**src/hw/rtl/hlc_pkg.sv**
```systemverilog
// Shared types, widths and codes of the page history unit.
package hlc_pkg;

  // Store size and the widths that follow from it
  localparam int HISTORY_DEPTH = 16;
  localparam int IDX_W = $clog2(HISTORY_DEPTH);
  localparam int CNT_W = $clog2(HISTORY_DEPTH + 1);
  // one spare bit so that index + 2 never wraps in a compare
  localparam int CMP_W = CNT_W + 1;

  // Request codes
  localparam logic [2:0] REQ_VISIT = 3'd0;
  localparam logic [2:0] REQ_BACK  = 3'd1;
  localparam logic [2:0] REQ_FWD   = 3'd2;
  localparam logic [2:0] REQ_SHOW  = 3'd3;
  localparam logic [2:0] REQ_CLOSE = 3'd4;
  localparam logic [2:0] REQ_HIST  = 3'd5;

  // Status codes
  localparam logic [2:0] ST_OK       = 3'd0;
  localparam logic [2:0] ST_NO_PREV  = 3'd1;
  localparam logic [2:0] ST_NO_FWD   = 3'd2;
  localparam logic [2:0] ST_NO_TAB   = 3'd3;
  localparam logic [2:0] ST_NO_CLOSE = 3'd4;
  localparam logic [2:0] ST_NO_HIST  = 3'd5;
  localparam logic [2:0] ST_FULL     = 3'd6;

  typedef struct packed {
    logic [2:0]  req_type;
    logic [63:0] page_tag;
  } hlc_in_t;

  typedef struct packed {
    logic [2:0]  status;
    logic [31:0] entry_id;
    logic [63:0] entry_tag;
    logic        last;
  } hlc_out_t;

  // One stored history entry
  typedef struct packed {
    logic [31:0] id;
    logic [63:0] tag;
  } hlc_entry_t;

  // Store access from the sequencer
  typedef struct packed {
    logic             we;
    logic [IDX_W-1:0] waddr;
    hlc_entry_t       wdata;
    logic             re;
    logic [IDX_W-1:0] raddr;
  } hlc_mem_req_t;

endpackage

```
**src/hw/rtl/history_list_with_cursor_unit.sv**
```systemverilog
// Top level of the page history unit: sequencer and entry store.
//
// Browser-style page history of up to HISTORY_DEPTH entries (id, 64-bit tag)
// with a cursor, taking one request word at a time and returning result words
// through an output register. Visit, back, forward, show and errors pass
// through the emit state, which hands the result word to the output register
// once it is free; close hands over its word likewise, then moves each entry
// above the cursor down one per cycle through the store's write and read
// ports; history gives one word per cycle for each entry while the output is
// drained, paced by the store's registered read port. A new request is taken
// once the previous one is finished, even while its last word still waits in
// the output register.
// The store needs no clearing after reset: only written entries are read.
module history_list_with_cursor_unit import hlc_pkg::*; (
  input  logic     clk,
  input  logic     rst_n,
  input  logic     in_valid,
  output logic     in_ready,
  input  hlc_in_t  in_data,
  output logic     out_valid,
  input  logic     out_ready,
  output hlc_out_t out_data
);

  hlc_mem_req_t mem_req;
  hlc_entry_t   rd_data;

  // control
  hlc_seq u_seq (
    .clk       (clk),
    .rst_n     (rst_n),
    .in_valid  (in_valid),
    .in_ready  (in_ready),
    .in_data   (in_data),
    .out_valid (out_valid),
    .out_ready (out_ready),
    .out_data  (out_data),
    .mem_req   (mem_req),
    .rd_data   (rd_data)
  );

  // entry memory
  hlc_store u_store (
    .clk     (clk),
    .mem_req (mem_req),
    .rd_data (rd_data)
  );

endmodule

```
**src/hw/rtl/hlc_store.sv**
```systemverilog
// Entry store: one write port, one read port with registered read data.
module hlc_store import hlc_pkg::*; (
  input  logic         clk,
  input  hlc_mem_req_t mem_req,
  output hlc_entry_t   rd_data
);

  hlc_entry_t mem [HISTORY_DEPTH];
  hlc_entry_t rd_data_r;

  // write port
  always_ff @(posedge clk) begin
    if (mem_req.we) begin
      mem[mem_req.waddr] <= mem_req.wdata;
    end
  end

  // read port, data held until the next read
  always_ff @(posedge clk) begin
    if (mem_req.re) begin
      rd_data_r <= mem[mem_req.raddr];
    end
  end

  assign rd_data = rd_data_r;

endmodule

```
**src/hw/rtl/hlc_seq.sv**
```systemverilog
// Sequencer: request decode, cursor and count, close shift loop, history walk.
module hlc_seq import hlc_pkg::*; (
  input  logic         clk,
  input  logic         rst_n,
  input  logic         in_valid,
  output logic         in_ready,
  input  hlc_in_t      in_data,
  output logic         out_valid,
  input  logic         out_ready,
  output hlc_out_t     out_data,
  output hlc_mem_req_t mem_req,
  input  hlc_entry_t   rd_data
);

  localparam logic [1:0] S_IDLE  = 2'd0;
  localparam logic [1:0] S_EMIT  = 2'd1;
  localparam logic [1:0] S_SHIFT = 2'd2;

  logic [1:0]       state_r, state_nxt;
  logic [2:0]       op_r, op_nxt;
  logic             use_mem_r, use_mem_nxt;
  hlc_out_t         res_r, res_nxt;
  logic [IDX_W-1:0] ptr_r, ptr_nxt;
  logic [CNT_W-1:0] count_r, count_nxt;
  logic [IDX_W-1:0] cur_r, cur_nxt;
  logic [31:0]      next_id_r, next_id_nxt;
  logic             out_valid_r, out_valid_nxt;
  hlc_out_t         out_data_r, out_data_nxt;

  logic [CMP_W-1:0] count_w, cur_w, ptr_w, keep_w;
  logic             out_free, hist_last;

  assign count_w  = CMP_W'(count_r);
  assign cur_w    = CMP_W'(cur_r);
  assign ptr_w    = CMP_W'(ptr_r);
  assign keep_w   = (count_r == '0) ? '0 : cur_w + CMP_W'(1);
  assign out_free = !out_valid_r || out_ready;
  assign hist_last = (op_r == REQ_HIST) ? (ptr_w + CMP_W'(1) == count_w) : 1'b1;

  assign in_ready  = (state_r == S_IDLE);
  assign out_valid = out_valid_r;
  assign out_data  = out_data_r;

  always_comb begin
    state_nxt     = state_r;
    op_nxt        = op_r;
    use_mem_nxt   = use_mem_r;
    res_nxt       = res_r;
    ptr_nxt       = ptr_r;
    count_nxt     = count_r;
    cur_nxt       = cur_r;
    next_id_nxt   = next_id_r;
    out_valid_nxt = out_valid_r && !out_ready;
    out_data_nxt  = out_data_r;
    mem_req       = '0;

    unique case (state_r)
      // decode a new request; a read issued here lands in rd_data next cycle
      S_IDLE: begin
        if (in_valid) begin
          op_nxt      = in_data.req_type;
          use_mem_nxt = 1'b0;
          res_nxt     = '{status: ST_OK, entry_id: '0, entry_tag: '0, last: 1'b1};
          unique case (in_data.req_type) inside
            REQ_VISIT: begin
              state_nxt = S_EMIT;
              if (keep_w >= CMP_W'(HISTORY_DEPTH)) begin
                res_nxt.status = ST_FULL;
              end else begin
                mem_req.we        = 1'b1;
                mem_req.waddr     = keep_w[IDX_W-1:0];
                mem_req.wdata     = '{id: next_id_r, tag: in_data.page_tag};
                res_nxt.entry_id  = next_id_r;
                res_nxt.entry_tag = in_data.page_tag;
                next_id_nxt       = next_id_r + 32'd1;
                count_nxt         = CNT_W'(keep_w + CMP_W'(1));
                cur_nxt           = keep_w[IDX_W-1:0];
              end
            end
            REQ_BACK: begin
              state_nxt = S_EMIT;
              if (count_r == '0 || cur_r == '0) begin
                res_nxt.status = ST_NO_PREV;
              end else begin
                cur_nxt       = cur_r - IDX_W'(1);
                mem_req.re    = 1'b1;
                mem_req.raddr = cur_r - IDX_W'(1);
                use_mem_nxt   = 1'b1;
              end
            end
            REQ_FWD: begin
              state_nxt = S_EMIT;
              if (count_r == '0 || cur_w + CMP_W'(1) >= count_w) begin
                res_nxt.status = ST_NO_FWD;
              end else begin
                cur_nxt       = cur_r + IDX_W'(1);
                mem_req.re    = 1'b1;
                mem_req.raddr = cur_r + IDX_W'(1);
                use_mem_nxt   = 1'b1;
              end
            end
            REQ_SHOW, REQ_CLOSE: begin
              state_nxt = S_EMIT;
              if (count_r == '0) begin
                res_nxt.status = (in_data.req_type == REQ_SHOW) ? ST_NO_TAB : ST_NO_CLOSE;
              end else begin
                mem_req.re    = 1'b1;
                mem_req.raddr = cur_r;
                use_mem_nxt   = 1'b1;
              end
            end
            REQ_HIST: begin
              state_nxt = S_EMIT;
              if (count_r == '0) begin
                res_nxt.status = ST_NO_HIST;
              end else begin
                ptr_nxt       = '0;
                mem_req.re    = 1'b1;
                mem_req.raddr = '0;
                use_mem_nxt   = 1'b1;
              end
            end
            default: begin
              // unknown request: no effect, no word out
            end
          endcase
        end
      end

      // hand one word to the output register, then decide what follows
      S_EMIT: begin
        if (out_free) begin
          out_valid_nxt = 1'b1;
          if (use_mem_r) begin
            out_data_nxt = '{status: ST_OK, entry_id: rd_data.id,
                             entry_tag: rd_data.tag, last: hist_last};
          end else begin
            out_data_nxt = res_r;
          end
          state_nxt = S_IDLE;
          if (use_mem_r && op_r == REQ_HIST && !hist_last) begin
            // next entry of the history walk
            ptr_nxt       = ptr_r + IDX_W'(1);
            mem_req.re    = 1'b1;
            mem_req.raddr = ptr_r + IDX_W'(1);
            state_nxt     = S_EMIT;
          end else if (use_mem_r && op_r == REQ_CLOSE) begin
            if (cur_w + CMP_W'(1) < count_w) begin
              // entries follow: shift them down, cursor stays
              ptr_nxt       = cur_r;
              mem_req.re    = 1'b1;
              mem_req.raddr = cur_r + IDX_W'(1);
              state_nxt     = S_SHIFT;
            end else begin
              // closed the newest: step back, clamp at zero
              count_nxt = count_r - CNT_W'(1);
              cur_nxt   = (cur_r == '0) ? '0 : cur_r - IDX_W'(1);
            end
          end
        end
      end

      // one entry moved down per cycle, next read overlapped with this write
      S_SHIFT: begin
        mem_req.we    = 1'b1;
        mem_req.waddr = ptr_r;
        mem_req.wdata = rd_data;
        if (ptr_w + CMP_W'(2) < count_w) begin
          ptr_nxt       = ptr_r + IDX_W'(1);
          mem_req.re    = 1'b1;
          mem_req.raddr = IDX_W'(ptr_w + CMP_W'(2));
        end else begin
          count_nxt = count_r - CNT_W'(1);
          state_nxt = S_IDLE;
        end
      end

      default: begin
        state_nxt = S_IDLE;
      end
    endcase
  end

  // control state
  always_ff @(posedge clk) begin
    if (!rst_n) begin
      state_r     <= S_IDLE;
      count_r     <= '0;
      cur_r       <= '0;
      next_id_r   <= 32'd1;
      out_valid_r <= 1'b0;
    end else begin
      state_r     <= state_nxt;
      count_r     <= count_nxt;
      cur_r       <= cur_nxt;
      next_id_r   <= next_id_nxt;
      out_valid_r <= out_valid_nxt;
    end
  end

  // payload and working registers
  always_ff @(posedge clk) begin
    op_r       <= op_nxt;
    use_mem_r  <= use_mem_nxt;
    res_r      <= res_nxt;
    ptr_r      <= ptr_nxt;
    out_data_r <= out_data_nxt;
  end

endmodule
```
**config.mk**
```make
export PLATFORM = sky130hd
export DESIGN_NAME = history_list_with_cursor_unit
export DESIGN_NICKNAME = d
export VERILOG_FILES = /design/src/hw/rtl/hlc_pkg.sv /design/src/hw/rtl/history_list_with_cursor_unit.sv /design/src/hw/rtl/hlc_store.sv /design/src/hw/rtl/hlc_seq.sv
export SDC_FILE = /design/constraint.sdc
export NUM_CORES = 2
export LEC_CHECK = 0
export BUFFER_PORTS_ARGS = -buffer_cell sky130_fd_sc_hd__buf_2
export CAP_MARGIN = 20
export CORE_MARGIN = 2
export CORE_UTILIZATION = 50
export DETAILED_ROUTE_END_ITERATION = 8
export PLACE_DENSITY = 0.75
export SKIP_CTS_REPAIR_TIMING = 1
export SYNTH_ARGS = -nofsm -noshare
export SYNTH_HDL_FRONTEND = slang
export SYNTH_HIERARCHICAL = 1
export SYNTH_SLANG_ARGS = --single-unit
```
**constraint.sdc**
```tcl
create_clock -name clk -period 19.2 [get_ports clk]
set_clock_uncertainty 0.2 [all_clocks]
set_input_delay 3.84 -clock clk [delete_from_list [all_inputs] [get_ports clk]]
set_output_delay 3.84 -clock clk [all_outputs]
set_load 0.02 [all_outputs]
```
# Yosys cells after proc, flatten, opt, wreduce, memory -nomap -nowiden
# Memories as Yosys holds them, arrays and structs flattened. A register that Yosys moved wholly into a read port is not among the register bits.
# Index checks and enable logic that the tools add are counted.
dict set report classes {
  n_mux 70
  n_bitwise 2
  eq_ne 28
  reduce_logical 27
  addsub 9
  magnitude_cmp 4
}
# operator n
set op_table {}
lappend op_table {{$mux 101} 2}
lappend op_table {{$pmux 101 s2} 1}
lappend op_table {{$mux 106} 1}
lappend op_table {{$mux 97} 1}
lappend op_table {{$mux 5} 18}
lappend op_table {{$mux 4} 17}
lappend op_table {{$add 32x1->32 const B} 1}
lappend op_table {{$pmux 5 s3} 2}
lappend op_table {{$pmux 4 s3} 2}
lappend op_table {{$pmux 5 s4} 1}
lappend op_table {{$mux 2} 8}
lappend op_table {{$pmux 3 s5} 1}
lappend op_table {{$ne 2x2->1 const B} 7}
lappend op_table {{$eq 3x3->1 const B} 4}
lappend op_table {{$lt 6x5->1} 2}
lappend op_table {{$mux 3} 4}
lappend op_table {{$add 4x1->5 const B} 2}
lappend op_table {{$ne 2x1->1 const B} 5}
lappend op_table {{$reduce_and 10->1} 1}
lappend op_table {{$mux 1} 9}
lappend op_table {{$ne 3x3->1 const B} 3}
lappend op_table {{$reduce_and 9->1} 1}
lappend op_table {{$add 4x1->4 const B} 2}
lappend op_table {{$pmux 4 s2} 1}
lappend op_table {{31 further kinds} 44}
dict set report word_totals {
  ramBits 1536
  ff_bits 251
  elab_cells 156
  n_memories 1
}
# memory depth width read_ports rd_clocked_by_memory_dff wr line_no
set mem_list {}
lappend mem_list {u_store.mem 16 96 1 1 1 hlc_store.sv:8} ;# hlc_entry_t mem [HISTORY_DEPTH];

# Longest topological paths before layout
dict set report logic_depth {
  depth_word 9
  ltp_mapped 16
}

# Modules after synthesis
# The synthesis kept the hierarchy.
# mod seq_area_each_um2 area_per_inst_um2 n_inst cells_per_inst
set modules_own_cells {}
lappend modules_own_cells {hlc_store 49007.0 60315.3 1 2460}
lappend modules_own_cells {hlc_seq 7096.8 12618.4 1 1023}

# Worst setup path before layout
# Ideal clock, no wire load.
dict set report synth_path {
  kind {input-to-reg}
  start {input port out_ready}
  end {register, netlist name u_store/rd_data[0]}
  path_stages 6
  t_arrival_ns 13.784
  slack_ns 4.634
  n_path_buf 0
  path_cell_list {nor2b_1 nor2_1 inv_1 nor2_1 a211oi_1 a21oi_1}
}
# item line_no
set synth_lines {}
lappend synth_lines {{from (decl)} history_list_with_cursor_unit.sv:21} ;# input logic out_ready,

==> impl_results.md <==
* Max incr delay on CP at 890 ps
* Drt first pass iters at 5
* Pleak at 25.5 nW
* Cell Count, Final, Fillers Out at 5767
* Final Critical Period at 9140 ps
* GRT Util Overall at 0.232
* Total power after layout at 8.64 mW
* Final Hold Viols at 0
* Slowest cell on crit path: buf_4
* Synth cell types at 70
* Largest net degree at the start of global routing at 160
* DRC viols at 0
* Cell Pwr Density at 105 nW/µm²
* EDFF count, synth at 1839
* Post-Route WL at 172 mm
* Setup TNS at 0 ps
* Horiz. Die Dim at 386 µm
* Root buf cell: clkbuf_16
* Synth Cell Area at 72900 µm²
* CP dominant cell by count: buf_4
* Starting density of the core at 0.502
* Seq/Total Area, Yosys at 0.769
* Post-Place Cells at 5440
* Hold Path Class: flop to flop
* CTS buffer count at 180
* Slew margin rel. at 0.234
* Final setup vio count at 0
* Commonest cells after routing, fill and taps aside: edfxtp_1, mux4_2, a22oi_1
* Area growth from synthesis to layout at 12.5%
* Worst R2R Setup Slack at 11810 ps
* Vias at 36500
* First-pass GRT wire length at 250 mm
* Syn Nets at 3577
* Design Area, Final at 82000 µm²
* Core Area at 145000 µm²
* Worst-case clock buffer depth at 3
* Hpwl dp at 83.1 mm
* Via/cell ratio at 6.32
* Routed length per placed instance at 29.9 µm
* Kind of critical path: input port to flop
* Cells along the critical path: buf_2 > nor2b_1 > nor2_4 > buf_4 > buf_4 > nand3_1 > a31oi_4 > buf_4 > buf_12 > buf_12 > mux4_2 > a22oi_1 > nand2_1
* GRT overflow at 0
* Yosys warning count at 6
* Synth Area per Inst at 20.9 µm²
* Placed inst area at 76000 µm²
* Fin. max-slew vios at 0
* Clock net sink count at 1883
* H-tree levels at 4
* Max Cap Viol at 0
* Critical Path Fanout Max at 159
* Crit. End Element: flop
* Unrepaired setup endpoints after global routing: false
* Antenna Violating Nets Remaining at 0
* CTS tree: yes
* Initial DRC count at 4487
* Initial antenna violation count at 4
* Final period util at 0.476
* Vias in the first global route at 36900
* Commonest non-fill, non-tap cell in the layout: edfxtp_1
* Syn Inst Count at 3483
* Die ar. at 149000 µm²
* I/O pins at 173
* Outcome: complete, no violations
* Worst slew pin tran at 1150 ps
* CP startpoint kind: input port
* # nets final at 3801
* Peak supply drop at 82.0 µV
* Main synth FF type: edfxtp_1
* Worst path required time at 19530 ps
* # port buffers at 172
* Crit path DAT at 9470 ps
* Clk_lat worst skew at 840 ps
* Row cnt at 140
* RePlAce Congestion at 0.838
* Ant. Diodes at 0
* Yosys reg bits at 1883
* Die height at 386 µm
* Reg clk slew, reported paths at 70 ps
* Async S/R FF share, synth at 0
* Fmax at 109 MHz
* Share of post-route cells with drive strength above 1 at 0.265
[synth_stat cells (all sizes together) (5+ instances only)]
cell,n,area share
nand2,141,0.0073
a21boi,12,0.0012
or3,11,0.00094
dfxtp,44,0.012
clkbuf,102,0.0052
and2,121,0.010
edfxtp,1839,0.76
xor2,11,0.0013
nand4,12,0.0013
xnor2,21,0.0025
nand3,22,0.0015
mux2i,7,0.00096
nor3,19,0.0013
nand2b,9,0.00077
a211oi,5,0.00069
ha,23,0.0039
buf,100,0.0089
o21ai,30,0.0021
inv,25,0.0013
and3,9,0.00077
a22o,98,0.012
nor3b,5,0.00051
a22oi,193,0.020
nor2b,15,0.0013
a21oi,15,0.0012
mux2,96,0.015
nor2,42,0.0022
a31oi,11,0.00094
mux4,384,0.12
[registers in the layout (all words and copies together) (netlist names)]
name	cells
u_seq/op_r	3
u_seq/res_r	99
u_seq/cur_r	4
u_store/rd_data	96
u_seq/use_mem_r	1
u_seq/next_id_r	32
u_seq/out_valid	1
u_seq/out_data	100
u_seq/count_r	5
u_store/mem	1536
u_seq/ptr_r	4
u_seq/state_r	2
[worst max-delay path, delay by kind of cell]
kind | cells | cell delay, ps
buffers and inverters | 6 | 3860
AO/OA/AOI/OAI | 2 | 460
multiplexers | 1 | 440
AND/OR/NAND/NOR | 4 | 560
[kinds of logic (layout without fill, tap and decap cells)]
group,after synthesis,count (layout),share of synthesized area
buf+inv,227,594,0.0154
simple gates,425,425,0.0304
xor+xnor,33,33,0.00415
compound gates,405,405,0.0425
flops,1883,1883,0.769
mux,487,487,0.134
fa+ha+maj,23,23,0.00395
[area by class of cell]
cell class	count	area, µm²
Clock buffer	221	4720
Clock inverter	104	1260
Fill cell	10200	63200
Inverter	25	98.8
Multi-Input combinational cell	1373	15900
Sequential cell	1883	56100
Tap cell	1917	2400
Timing Repair Buffer	244	1550
[layer usage]
| metal | share of wire | track usage | routed length (µm) |
|---|---|---|---|
| met5 | 0.000093 | 0 | 16 |
| met1 | 0.38 | 0.318 | 65400 |
| met4 | 0.021 | 0.0612 | 3640 |
| met3 | 0.097 | 0.0423 | 16600 |
| met2 | 0.50 | 0.386 | 86500 |
[metrics by stage]
stage	hold WS (ps)	util	setup WS, ps
after floorplan	278	-	4630
after global placement	315	0.523	9110
after detailed placement	325	0.523	8990
after CTS	339	0.565	9890
after global routing	361	0.565	9610
final	339	0.565	10060
[power breakdown]
| group | switching [mW] | total [mW] | internal, mW |
|---|---|---|---|
| Combinational | 0.287 | 0.470 | 0.183 |
| Clock | 1.53 | 3.58 | 2.05 |
| Sequential | 0.0336 | 4.59 | 4.56 |
| Total | 1.85 | 8.64 | 6.78 |
[final timing paths]
check,startpoint,end,cells after the start
worst min-delay path,u_seq/res_r[97],u_seq/out_data[97],1
worst max-delay path,out_ready,u_store/rd_data[88],13
worst max register to register,u_seq/state_r[1],u_store/rd_data[88],14
worst min register to register,u_seq/res_r[97],u_seq/out_data[97],1
(Power assumes the default switching activity.)
